<file path="src/sv/rd_pkg.sv">
// Shared types and constants for the restoring divider.
// Holds the request and response item structs and the cell control struct.
// No dependencies.
`default_nettype none

package rd_pkg;

    // Width of every field of the request and response items.
    localparam int FIELD_W = 16;

    // One request item: the operands.
    typedef struct packed {
        logic [FIELD_W-1:0] dividend;
        logic [FIELD_W-1:0] divisor;
    } req_t;

    // One response item: the results.
    typedef struct packed {
        logic [FIELD_W-1:0] quotient;
        logic [FIELD_W-1:0] remainder;
    } rsp_t;

    // Control that the sequencer broadcasts along the row of cells.
    typedef struct packed {
        logic load;
        logic step;
    } rd_ctrl_t;

endpackage

`default_nettype wire

</file>
<file path="src/sv/rd_cell.sv">
// One bit slice of the divider: a remainder bit, a quotient bit and a divisor bit.
// Contains one full subtractor stage of the borrow chain. Uses rd_pkg.
`default_nettype none

module rd_cell (
    input  wire logic             clk,
    input  wire rd_pkg::rd_ctrl_t ctrl,
    input  wire logic             dvd_bit,
    input  wire logic             dvs_bit,
    input  wire logic             a_shift_in,
    input  wire logic             q_shift_in,
    input  wire logic             borrow_in,
    input  wire logic             keep_diff,
    output logic                  a_bit,
    output logic                  q_bit,
    output logic                  borrow_out,
    output logic                  a_next_bit,
    output logic                  q_next_bit
);
    import rd_pkg::*;

    logic a_reg;
    logic q_reg;
    logic m_reg;
    logic a_next;
    logic q_next;
    logic m_next;
    logic diff;

    // Subtract the divisor bit from the shifted remainder bit.
    always_comb
    begin
        diff       = a_shift_in ^ m_reg ^ borrow_in;
        borrow_out = (~a_shift_in & m_reg) | (~(a_shift_in ^ m_reg) & borrow_in);
    end

    // The shifted bits either keep the difference or restore the remainder.
    always_comb
    begin
        a_next_bit = keep_diff ? diff : a_shift_in;
        q_next_bit = q_shift_in;
        a_next     = a_reg;
        q_next     = q_reg;
        m_next     = m_reg;
        if (ctrl.load)
        begin
            a_next = 1'b0;
            q_next = dvd_bit;
            m_next = dvs_bit;
        end
        else if (ctrl.step)
        begin
            a_next = a_next_bit;
            q_next = q_next_bit;
        end
    end

    // Payload bits carry no reset.
    always_ff @(posedge clk)
    begin
        a_reg <= a_next;
        q_reg <= q_next;
        m_reg <= m_next;
    end

    assign a_bit = a_reg;
    assign q_bit = q_reg;

endmodule

`default_nettype wire

</file>
<file path="src/sv/rd_chain.sv">
// Row of WIDTH divider cells linked by the shift paths and the borrow chain.
// Decides the quotient bit from the top borrow. Uses rd_pkg and rd_cell.
`default_nettype none

module rd_chain #(
    parameter int WIDTH = 16
) (
    input  wire logic             clk,
    input  wire rd_pkg::rd_ctrl_t ctrl,
    input  wire logic [WIDTH-1:0] dvd,
    input  wire logic [WIDTH-1:0] dvs,
    output logic      [WIDTH-1:0] q_next,
    output logic      [WIDTH-1:0] a_next
);
    import rd_pkg::*;

    logic [WIDTH-1:0] a_bits;
    logic [WIDTH-1:0] q_bits;
    logic [WIDTH:0]   borrow;
    logic [WIDTH-1:0] a_shift;
    logic [WIDTH-1:0] q_shift;
    logic             keep_diff;

    // Remainder and quotient shift left together; the top quotient bit
    // enters the remainder and the new quotient bit enters at the bottom.
    assign a_shift = {a_bits[WIDTH-2:0], q_bits[WIDTH-1]};
    assign q_shift = {q_bits[WIDTH-2:0], keep_diff};

    // The difference is non-negative when the bit shifted out of the
    // remainder was set or the subtraction left no borrow.
    assign borrow[0] = 1'b0;
    assign keep_diff = a_bits[WIDTH-1] | ~borrow[WIDTH];

    for (genvar i = 0; i < WIDTH; i++)
    begin : g_cell
        rd_cell u_cell (
            .clk        (clk),
            .ctrl       (ctrl),
            .dvd_bit    (dvd[i]),
            .dvs_bit    (dvs[i]),
            .a_shift_in (a_shift[i]),
            .q_shift_in (q_shift[i]),
            .borrow_in  (borrow[i]),
            .keep_diff  (keep_diff),
            .a_bit      (a_bits[i]),
            .q_bit      (q_bits[i]),
            .borrow_out (borrow[i+1]),
            .a_next_bit (a_next[i]),
            .q_next_bit (q_next[i])
        );
    end

endmodule

`default_nettype wire

</file>
<file path="src/sv/restoring_divider.sv">
// An accepted item is loaded into the single row of cells, which iterates once
// per quotient bit, one shift-subtract per iteration; the last iteration writes
// the output register and waits while a stalled result still holds it. No new
// item is taken until the run ends, but one is taken while a result waits.
// Reset clears the sequencer and the output valid flag; operand and result
// registers are not reset.
// Top level of the unsigned restoring divider. Uses rd_pkg and rd_chain.
`default_nettype none

module restoring_divider #(
    parameter int WIDTH = 16
) (
    input  wire logic         clk,
    input  wire logic         rst_n,
    input  wire logic         req_valid,
    output logic              req_stall,
    input  wire rd_pkg::req_t req,
    output logic              rsp_valid,
    input  wire logic         rsp_stall,
    output rd_pkg::rsp_t      rsp
);
    import rd_pkg::*;

    localparam int CNT_W = (WIDTH > 2) ? $clog2(WIDTH) : 1;
    localparam logic [CNT_W-1:0] CNT_LAST = CNT_W'(WIDTH - 1);

    typedef enum logic [1:0] {
        ST_IDLE = 2'b01,
        ST_BUSY = 2'b10
    } state_t;

    state_t           state_reg;
    state_t           state_next;
    logic [CNT_W-1:0] cnt_reg;
    logic [CNT_W-1:0] cnt_next;
    logic             rsp_valid_reg;
    logic             rsp_valid_next;
    rsp_t             rsp_reg;
    rsp_t             rsp_next;

    rd_ctrl_t         ctrl;
    logic             accept;
    logic             last;
    logic             rsp_free;
    logic             finish;
    logic [WIDTH-1:0] dvd;
    logic [WIDTH-1:0] dvs;
    logic [WIDTH-1:0] q_next;
    logic [WIDTH-1:0] a_next;
    logic [FIELD_W-1:0] quo_field;
    logic [FIELD_W-1:0] rem_field;

    // Fit the operand fields to the operand width, and the results back.
    if (WIDTH > FIELD_W)
    begin : g_wide
        assign dvd       = {{(WIDTH-FIELD_W){1'b0}}, req.dividend};
        assign dvs       = {{(WIDTH-FIELD_W){1'b0}}, req.divisor};
        assign quo_field = q_next[FIELD_W-1:0];
        assign rem_field = a_next[FIELD_W-1:0];
    end
    else if (WIDTH == FIELD_W)
    begin : g_same
        assign dvd       = req.dividend;
        assign dvs       = req.divisor;
        assign quo_field = q_next;
        assign rem_field = a_next;
    end
    else
    begin : g_narrow
        assign dvd       = req.dividend[WIDTH-1:0];
        assign dvs       = req.divisor[WIDTH-1:0];
        assign quo_field = {{(FIELD_W-WIDTH){1'b0}}, q_next};
        assign rem_field = {{(FIELD_W-WIDTH){1'b0}}, a_next};
    end

    // Handshake and iteration control.
    assign req_stall = (state_reg != ST_IDLE);
    assign accept    = req_valid & ~req_stall;
    assign last      = (cnt_reg == CNT_LAST);
    assign rsp_free  = ~rsp_valid_reg | ~rsp_stall;
    assign finish    = (state_reg == ST_BUSY) & last & rsp_free;

    // The last iteration waits until the output register can take its item.
    assign ctrl = '{load: accept,
                    step: (state_reg == ST_BUSY) & (~last | rsp_free)};

    rd_chain #(
        .WIDTH (WIDTH)
    ) u_chain (
        .clk    (clk),
        .ctrl   (ctrl),
        .dvd    (dvd),
        .dvs    (dvs),
        .q_next (q_next),
        .a_next (a_next)
    );

    // Sequencer next state.
    always_comb
    begin
        state_next = state_reg;
        cnt_next   = cnt_reg;
        unique case (state_reg)
            ST_IDLE:
            begin
                if (accept)
                begin
                    state_next = ST_BUSY;
                    cnt_next   = '0;
                end
            end
            ST_BUSY:
            begin
                if (finish)
                begin
                    state_next = ST_IDLE;
                    cnt_next   = '0;
                end
                else if (ctrl.step)
                begin
                    cnt_next = cnt_reg + CNT_W'(1);
                end
            end
            default:
            begin
                state_next = ST_IDLE;
                cnt_next   = '0;
            end
        endcase
    end

    // Output register: loaded on the final iteration, held while stalled.
    always_comb
    begin
        rsp_next       = rsp_reg;
        rsp_valid_next = rsp_valid_reg & rsp_stall;
        if (finish)
        begin
            rsp_next.quotient  = quo_field;
            rsp_next.remainder = rem_field;
            rsp_valid_next     = 1'b1;
        end
    end

    always_ff @(posedge clk or negedge rst_n)
    begin
        if (!rst_n)
        begin
            state_reg     <= ST_IDLE;
            cnt_reg       <= '0;
            rsp_valid_reg <= 1'b0;
        end
        else
        begin
            state_reg     <= state_next;
            cnt_reg       <= cnt_next;
            rsp_valid_reg <= rsp_valid_next;
        end
    end

    always_ff @(posedge clk)
    begin
        rsp_reg <= rsp_next;
    end

    assign rsp_valid = rsp_valid_reg;
    assign rsp       = rsp_reg;

    // An accepted item always starts an iteration run.
    a_accept_starts: assert property (@(posedge clk) disable iff (!rst_n)
        accept |=> (state_reg == ST_BUSY) && (cnt_reg == '0))
        else $error("accepted item did not start the divider");

    // A new result appears only after the final iteration.
    a_result_after_last: assert property (@(posedge clk) disable iff (!rst_n)
        $rose(rsp_valid_reg) |-> $past(state_reg == ST_BUSY && cnt_reg == CNT_LAST))
        else $error("result written before the final iteration");

    // The iteration counter rests at zero between items.
    a_idle_count: assert property (@(posedge clk) disable iff (!rst_n)
        (state_reg == ST_IDLE) |-> (cnt_reg == '0))
        else $error("iteration counter not cleared when idle");

    // A waiting result is never overwritten by the next one.
    a_no_overwrite: assert property (@(posedge clk) disable iff (!rst_n)
        (rsp_valid_reg && rsp_stall) |-> !finish)
        else $error("stalled result overwritten");

endmodule

`default_nettype wire
</file>
<file path="config.mk">
export PLATFORM = sky130hd
export DESIGN_NAME = restoring_divider
export DESIGN_NICKNAME = d
export VERILOG_FILES = /design/src/sv/rd_pkg.sv /design/src/sv/rd_cell.sv /design/src/sv/rd_chain.sv /design/src/sv/restoring_divider.sv
export SDC_FILE = /design/constraint.sdc
export NUM_CORES = 1
export LEC_CHECK = 0
export ABC_CLOCK_PERIOD_IN_PS = 9000
export CORE_MARGIN = 1
export CORE_UTILIZATION = 30
export DETAILED_ROUTE_END_ITERATION = 10
export DONT_BUFFER_PORTS = 1
export GPL_ROUTABILITY_DRIVEN = 0
export GPL_TIMING_DRIVEN = 0
export MAX_ROUTING_LAYER = met4
export PLACE_DENSITY = 0.41
export SETUP_SLACK_MARGIN = 0.1
export SLEW_MARGIN = 25
export SYNTH_ARGS = -nofsm -noshare
export SYNTH_HDL_FRONTEND = slang
export SYNTH_SLANG_ARGS = --single-unit
export TNS_END_PERCENT = 100
</file>
<file path="constraint.sdc">
create_clock -name clk -period 9 [get_ports clk]
set_input_delay 1.35 -clock clk [delete_from_list [all_inputs] [get_ports clk]]
set_output_delay 1.35 -clock clk [all_outputs]
set_load 0.02 [all_outputs]
</file>
==> results of run 1 <==
## cells by family after synthesis
kind of cell    Yosys count  share of synthesized area (%)
buf+inv                  32                           4.13
flops                    87                           66.0
mux                       1                          0.307
simple gates             80                           9.05
compound gates           61                           11.6
fa+ha+maj                17                           8.88
## stage by stage
stage / worst slack, ns / power (W) / utilization [%] / instance area, um2
floorplan: 1.91 / 0.000725 / - / 3660
global placement: 1.23 / 0.000793 / 32.9 / 3840
detailed placement: 1.23 / 0.000799 / 33.2 / 3880
CTS: 1.20 / 0.00120 / 35.9 / 4190
global route: 0.928 / 0.00125 / 35.9 / 4190
finish: 1.28 / 0.00118 / 35.9 / 4190
## area by class of cell
| cell class | instances | area, um2 |
|---|---|---|
| well taps | 143 | 179 |
| clock inverters | 6 | 85.1 |
| clock buffers | 10 | 229 |
| inverters | 19 | 71.3 |
| repair buffers | 1 | 27.5 |
| fillers | 1105 | 7470 |
| flip-flops and latches | 87 | 2420 |
| multi-input cells | 159 | 1100 |
| plain buffers | 13 | 80.1 |
## synthesized netlist by cell type (all sizes together) (6+ instances only)
cell type / instances
a211oi: 16
a21oi: 21
a31o: 16
buf: 10
dfrtp: 6
dfxtp: 16
edfxtp: 64
fa: 15
inv: 19
nand2: 53
nor2: 17
o21ai: 6
## critical path, cell delays in order, from the launching register on
cell and delay (ns):
edfxtp_1 0.36, inv_1 0.05, ha_1 0.21, fa_1 0.39, fa_1 0.39, fa_1 0.40, fa_1 0.41, fa_1 0.41
fa_1 0.41, fa_1 0.40, fa_1 0.40, fa_1 0.41, fa_1 0.40, fa_1 0.40, fa_1 0.39, fa_1 0.39
fa_1 0.38, fa_1 0.39, nand2b_1 0.08, clkbuf_2 0.14, buf_2 0.24, buf_2 0.27, a21oi_1 0.14
## routing by layer
layer  wire [um]  share of wire, %  global-route usage, %  up-vias
li1            -                 -                      -     1008
met1        3300                44                   15.7      995
met2        3530                47                   21.2       62
met3         581               7.7                   6.80        9
met4         103               1.4                   4.27        0
met5           0                 0                      -        -
## power groups by stage
stage	Combinational (W)	Sequential [W]	Clock (W)
floorplan	0.000163	0.000562	0
finish	0.000220	0.000565	0.000394
global route	0.000257	0.000573	0.000421
detailed placement	0.000225	0.000574	0
global placement	0.000221	0.000572	0
CTS	0.000227	0.000566	0.000408
## worst max-delay path by stage
stage                     slack [ns]      end  cells after the start
after floorplan                 1.91  rsp[10]                     22
after CTS                       1.20   rsp[1]                     22
final                           1.28   rsp[1]                     22
after detailed placement        1.23   rsp[1]                     22
after global placement          1.23   rsp[1]                     22
after global routing            0.93   rsp[1]                     22
==> impl_metrics.toml, run 1 <==
[logic_synthesis]
synth.area.top_cells = "edfxtp_1 52%, dfxtp_1 8.7%, fa_1 8.2%"
synth_top_area_share_pct = 52.5
yosysSeqAreaShare_pct = 66.0
synth_edf_count = 64
ys_types = 32
syn-instance-count = 278
synth_seq_cells = 87
synth_top_cell_by_area = "edfxtp_1"
synth_flop_cell = "edfxtp_1"
synth_area_mm2 = 0.00366
async_flop_share_pct = 8.05
syn-num-nets = 331
syn_area_per_cell_um2 = 13.2
yosysWarnings = 0

[timing]
finalHoldViolations = 0
setup_viol = 0
fin_worst_skew_ns = 0.00726
holdWs_ns = 0.451
tightest_slew_ns = 0.748
finalSetupTns_ns = 0
fin_crit_ns = 7.72
rsz0062_at_grt = "false"
fin_crit_sh_pct = 85.8
fmax_ghz = 0.130
slew_headroom_pct = 50.0
maxSlewViolCount = 0

[clock_network]
root_buffer = "clkbuf_16"
cts_tree = "built"
postCtsSetupBuffers = 0
ctsResizeCount = 0
insertion_delay_ns = 0.34
htreeDepth = 3
clock-sinks = 87
clk_pin_slew_ns = 0.06
numCtsBuffers = 9
ctsHoldBuffers = 0
clockBufferDepth = 2

[critical_path]
r2r_start = "u_chain.g_cell[15].u_cell.q_bit"
worstPathRequired_ns = 9.07
critPathLaunch = "u_chain.g_cell[15].u_cell.q_bit"
r2r_cells = 22
crit_fanout = 10
worstSetupStartpointType = "register"
cp.arrival_ns = 7.79
rr_endpoint = "rsp[1]"
rrSetupSlack_ns = 1.28
worstSetupPathType = "register to register"
end_kind = "register"

[drt]
drtPass1Iterations = 4
drc = 0
wl_per_cell_um = 17.2
wirelength_mm = 7.52
viasPerCell = 4.74
drt_iter0_markers = 97
vias = 2074
ant_nets = 0

[power_and_ir_drop]
p_seq_share_pct = 47.9
vdd_drop_max_uv = 160
internal_power_w = 0.000844
p_switching_w = 0.000334
p_leak_nw = 1.44
sw_frac_of_total_pct = 28.4
combPwrFrac_pct = 18.6
clkPwrFrac_pct = 33.4
p_per_area_mw_per_mm2 = 281

[floorplanning]
dieWidth_um = 113
dieArea_mm2 = 0.0127
start_util_pct = 31.4
die_h_um = 113
io_pins = 70
rows = 39
coreArea_mm2 = 0.0117

[final_layout]
final_common_cell = "edfxtp_1"
synthToLayoutAreaGrowth_pct = 14.4
final_cells = 438
drive_above_1_share_pct = 12.5
layout_common_cells = "64 x edfxtp_1, 53 x nand2_1, 20 x a21oi_1"
largest_reg_flops = 32
antenna_cells = 0
fin_nets = 343

[global_routing]
overflow = 0
grt_antenna_before_repair = 0
grt_pass1_vias = 2312
grtUsageTotal_pct = 13.7
grt_pass1_wl_mm = 12.4
grt_start_max_net_pins = 26

[placed_design]
dp_cells = 422
hpwlAfterDp_mm = 5.00
port_buffers = 0

[worst_hold_path]
min-delay-start = "u_chain.g_cell[12].u_cell.q_bit"
hp-class = "register to register"
holdPathStages = 0
hold_path_end = "rsp[29]"

[status]
status = "completed"

[run]
cap_violations = 0
(Power assumes the default switching activity.)
==> run 2, diff against run 1 <==
--- a/config.mk
+++ b/config.mk
@@ -6,6 +6,7 @@
 export NUM_CORES = 1
 export LEC_CHECK = 0
 export ABC_CLOCK_PERIOD_IN_PS = 9000
+export CORE_ASPECT_RATIO = 1.25
 export CORE_MARGIN = 1
 export CORE_UTILIZATION = 30
 export DETAILED_ROUTE_END_ITERATION = 10
@@ -13,7 +14,7 @@
 export GPL_ROUTABILITY_DRIVEN = 0
 export GPL_TIMING_DRIVEN = 0
 export MAX_ROUTING_LAYER = met4
-export PLACE_DENSITY = 0.41
+export PLACE_DENSITY_LB_ADDON = 0.12
 export SETUP_SLACK_MARGIN = 0.1
 export SLEW_MARGIN = 25
 export SYNTH_ARGS = -nofsm -noshare
==> run 2 against run 1 <==
Non-clock buffer count did not move; clock power fell by 9.6%; flip-flop and latch count did not move; final cell count rose by 4.3%; clock skew rose by 0.0019 ns; fmax fell by 0.28%; cell area fell by 0.24%; clock-buffer cell count fell by 1; global-route usage fell by 0.43 points; critical path type unchanged; critical endpoint unchanged; highest routed layer unchanged.
==> impl_metrics.toml, run 2 (same netlist as run 1, synthesis figures left out) <==
[drt]
wl_per_cell_um = 16.3
wirelength_mm = 7.45
drtPass1Iterations = 4
drc = 0
viasPerCell = 4.52
drt_iter0_markers = 60
vias = 2066
ant_nets = 0

[critical_path]
cp.arrival_ns = 7.82
worstSetupPathType = "register to register"
end_kind = "register"
path_buf_inv = 4
cp_cell_sequence = "inv_1 > ha_1 > fa_1 > fa_1 > fa_1 > fa_1 > fa_1 > fa_1 > fa_1 > fa_1 > fa_1 > fa_1 > fa_1 > fa_1 > fa_1 > fa_1 > fa_1 > nand2b_1 > clkbuf_2 > buf_2 > buf_2 > a21oi_1"
cpPeakStageDelay_ns = 0.42
crit_family = "adder cells"
worstSetupStartpointType = "register"
cp_common_cell = "fa_1"
crit_slowest_cell = "fa_1"
worstPathRequired_ns = 9.08
crit_fanout = 10

[final_layout]
largest_reg_flops = 32
fin_nets = 343
drive_above_1_share_pct = 11.5
final_common_cell = "edfxtp_1"
final_cells = 457
layout_common_cells = "64 x edfxtp_1, 53 x nand2_1, 20 x a21oi_1"
synthToLayoutAreaGrowth_pct = 14.1

[floorplanning]
die_h_um = 126
rows = 44
coreArea_mm2 = 0.0118
start_util_pct = 31.1
dieArea_mm2 = 0.0127
io_pins = 70
dieWidth_um = 101

[run]
cap_violations = 0

[clock_network]
htreeDepth = 3
clockBufferDepth = 2
clock-sinks = 87
ctsResizeCount = 0
cts_tree = "built"
ctsHoldBuffers = 0
postCtsSetupBuffers = 0
numCtsBuffers = 9
insertion_delay_ns = 0.34
root_buffer = "clkbuf_16"
clk_pin_slew_ns = 0.06

[timing]
tightest_slew_ns = 0.752
setup_viol = 0
fmax_ghz = 0.129
fin_worst_skew_ns = 0.00912
finalSetupTns_ns = 0
slew_headroom_pct = 49.7
finalHoldViolations = 0
setup_ws_ns = 1.26
maxSlewViolCount = 0
rsz0062_at_grt = "false"
fin_crit_ns = 7.74
fin_crit_sh_pct = 86.0

[global_routing]
grt_pass1_vias = 2190
grt_antenna_before_repair = 1
grt_pass1_wl_mm = 11.7
overflow = 0
grtUsageTotal_pct = 13.3
grt_start_max_net_pins = 26

[power_and_ir_drop]
total_power_w = 0.00114
p_leak_nw = 1.43
vdd_drop_max_uv = 125
p_per_area_mw_per_mm2 = 273

[worst_hold_path]
hp-class = "register to register"

[placed_design]
port_buffers = 0
pre_cts_ws_ns = 1.24
dp_cells = 440
hpwlAfterDp_mm = 5.09

[status]
status = "completed"
## run 2: changes by cell type in the layout (fill, tap and decap cells not counted)
cell | before | now
clkbuf_1 | 3 | 2
diode_2 | 0 | 1
bufinv_16 | 2 | 1
inv_6 | 1 | 0
clkinv_1 | 1 | 5
clkinvlp_4 | 1 | 0
## run 2: final cells by class
cell class / instances / area (um2)
antenna: 1 / 2.50
sequential: 87 / 2420
tap: 161 / 201
multi-input combinational: 159 / 1100
inverter: 19 / 71.3
timing repair buffer: 1 / 27.5
clock buffer: 9 / 225
fill: 1199 / 7600
buffer: 13 / 80.1
clock inverter: 7 / 53.8
## run 2: worst register-to-register path, stage by stage (launching register included)
cell	delay, ns
edfxtp_1	0.35
inv_1	0.05
ha_1	0.20
fa_1	0.39
fa_1	0.41
fa_1	0.41
fa_1	0.40
fa_1	0.41
fa_1	0.42
fa_1	0.40
fa_1	0.40
fa_1	0.41
fa_1	0.39
fa_1	0.40
fa_1	0.39
fa_1	0.39
fa_1	0.39
fa_1	0.38
nand2b_1	0.08
clkbuf_2	0.14
buf_2	0.26
buf_2	0.28
a21oi_1	0.12
## run 2: through the flow
stage	util (%)	hold slack [ns]	cell area [um2]
2_1_floorplan	-	0.426	3660
3_3_place_gp	32.8	0.439	3860
3_5_place_dp	33.1	0.445	3900
4_1_cts	35.5	0.455	4180
5_1_grt	35.5	0.463	4180
6_report	35.5	0.456	4180
## run 2: path summary, 6_finish.rpt
check,startpoint,endpoint,slack (ns),cells after the start
hold reg to reg,u_chain.g_cell[7].u_cell.q_bit,rsp[24],0.46,0
hold / removal,u_chain.g_cell[7].u_cell.q_bit,rsp[24],0.46,0
setup reg to reg,u_chain.g_cell[15].u_cell.q_bit,rsp[1],1.26,22
setup / recovery,u_chain.g_cell[15].u_cell.q_bit,rsp[1],1.26,22
min in group asynchronous,rst_n,cnt_reg[2],0.70,0
max in group asynchronous,rst_n,state_reg[0],8.13,0
## run 2: layer usage
layer	vias up	GRT usage (%)	part of all wire [%]	wire, um
li1	1013	-	-	-
met1	988	15.0	45	3320
met2	55	20.7	48	3600
met3	10	5.03	5.4	401
met4	0	6.14	1.7	123
met5	-	-	0	0
## run 2: report_power, final
part / switching [W] / internal, W
Combinational: 0.000147 / 0.0000710
Clock: 0.000146 / 0.000210
Sequential: 0.0000358 / 0.000531
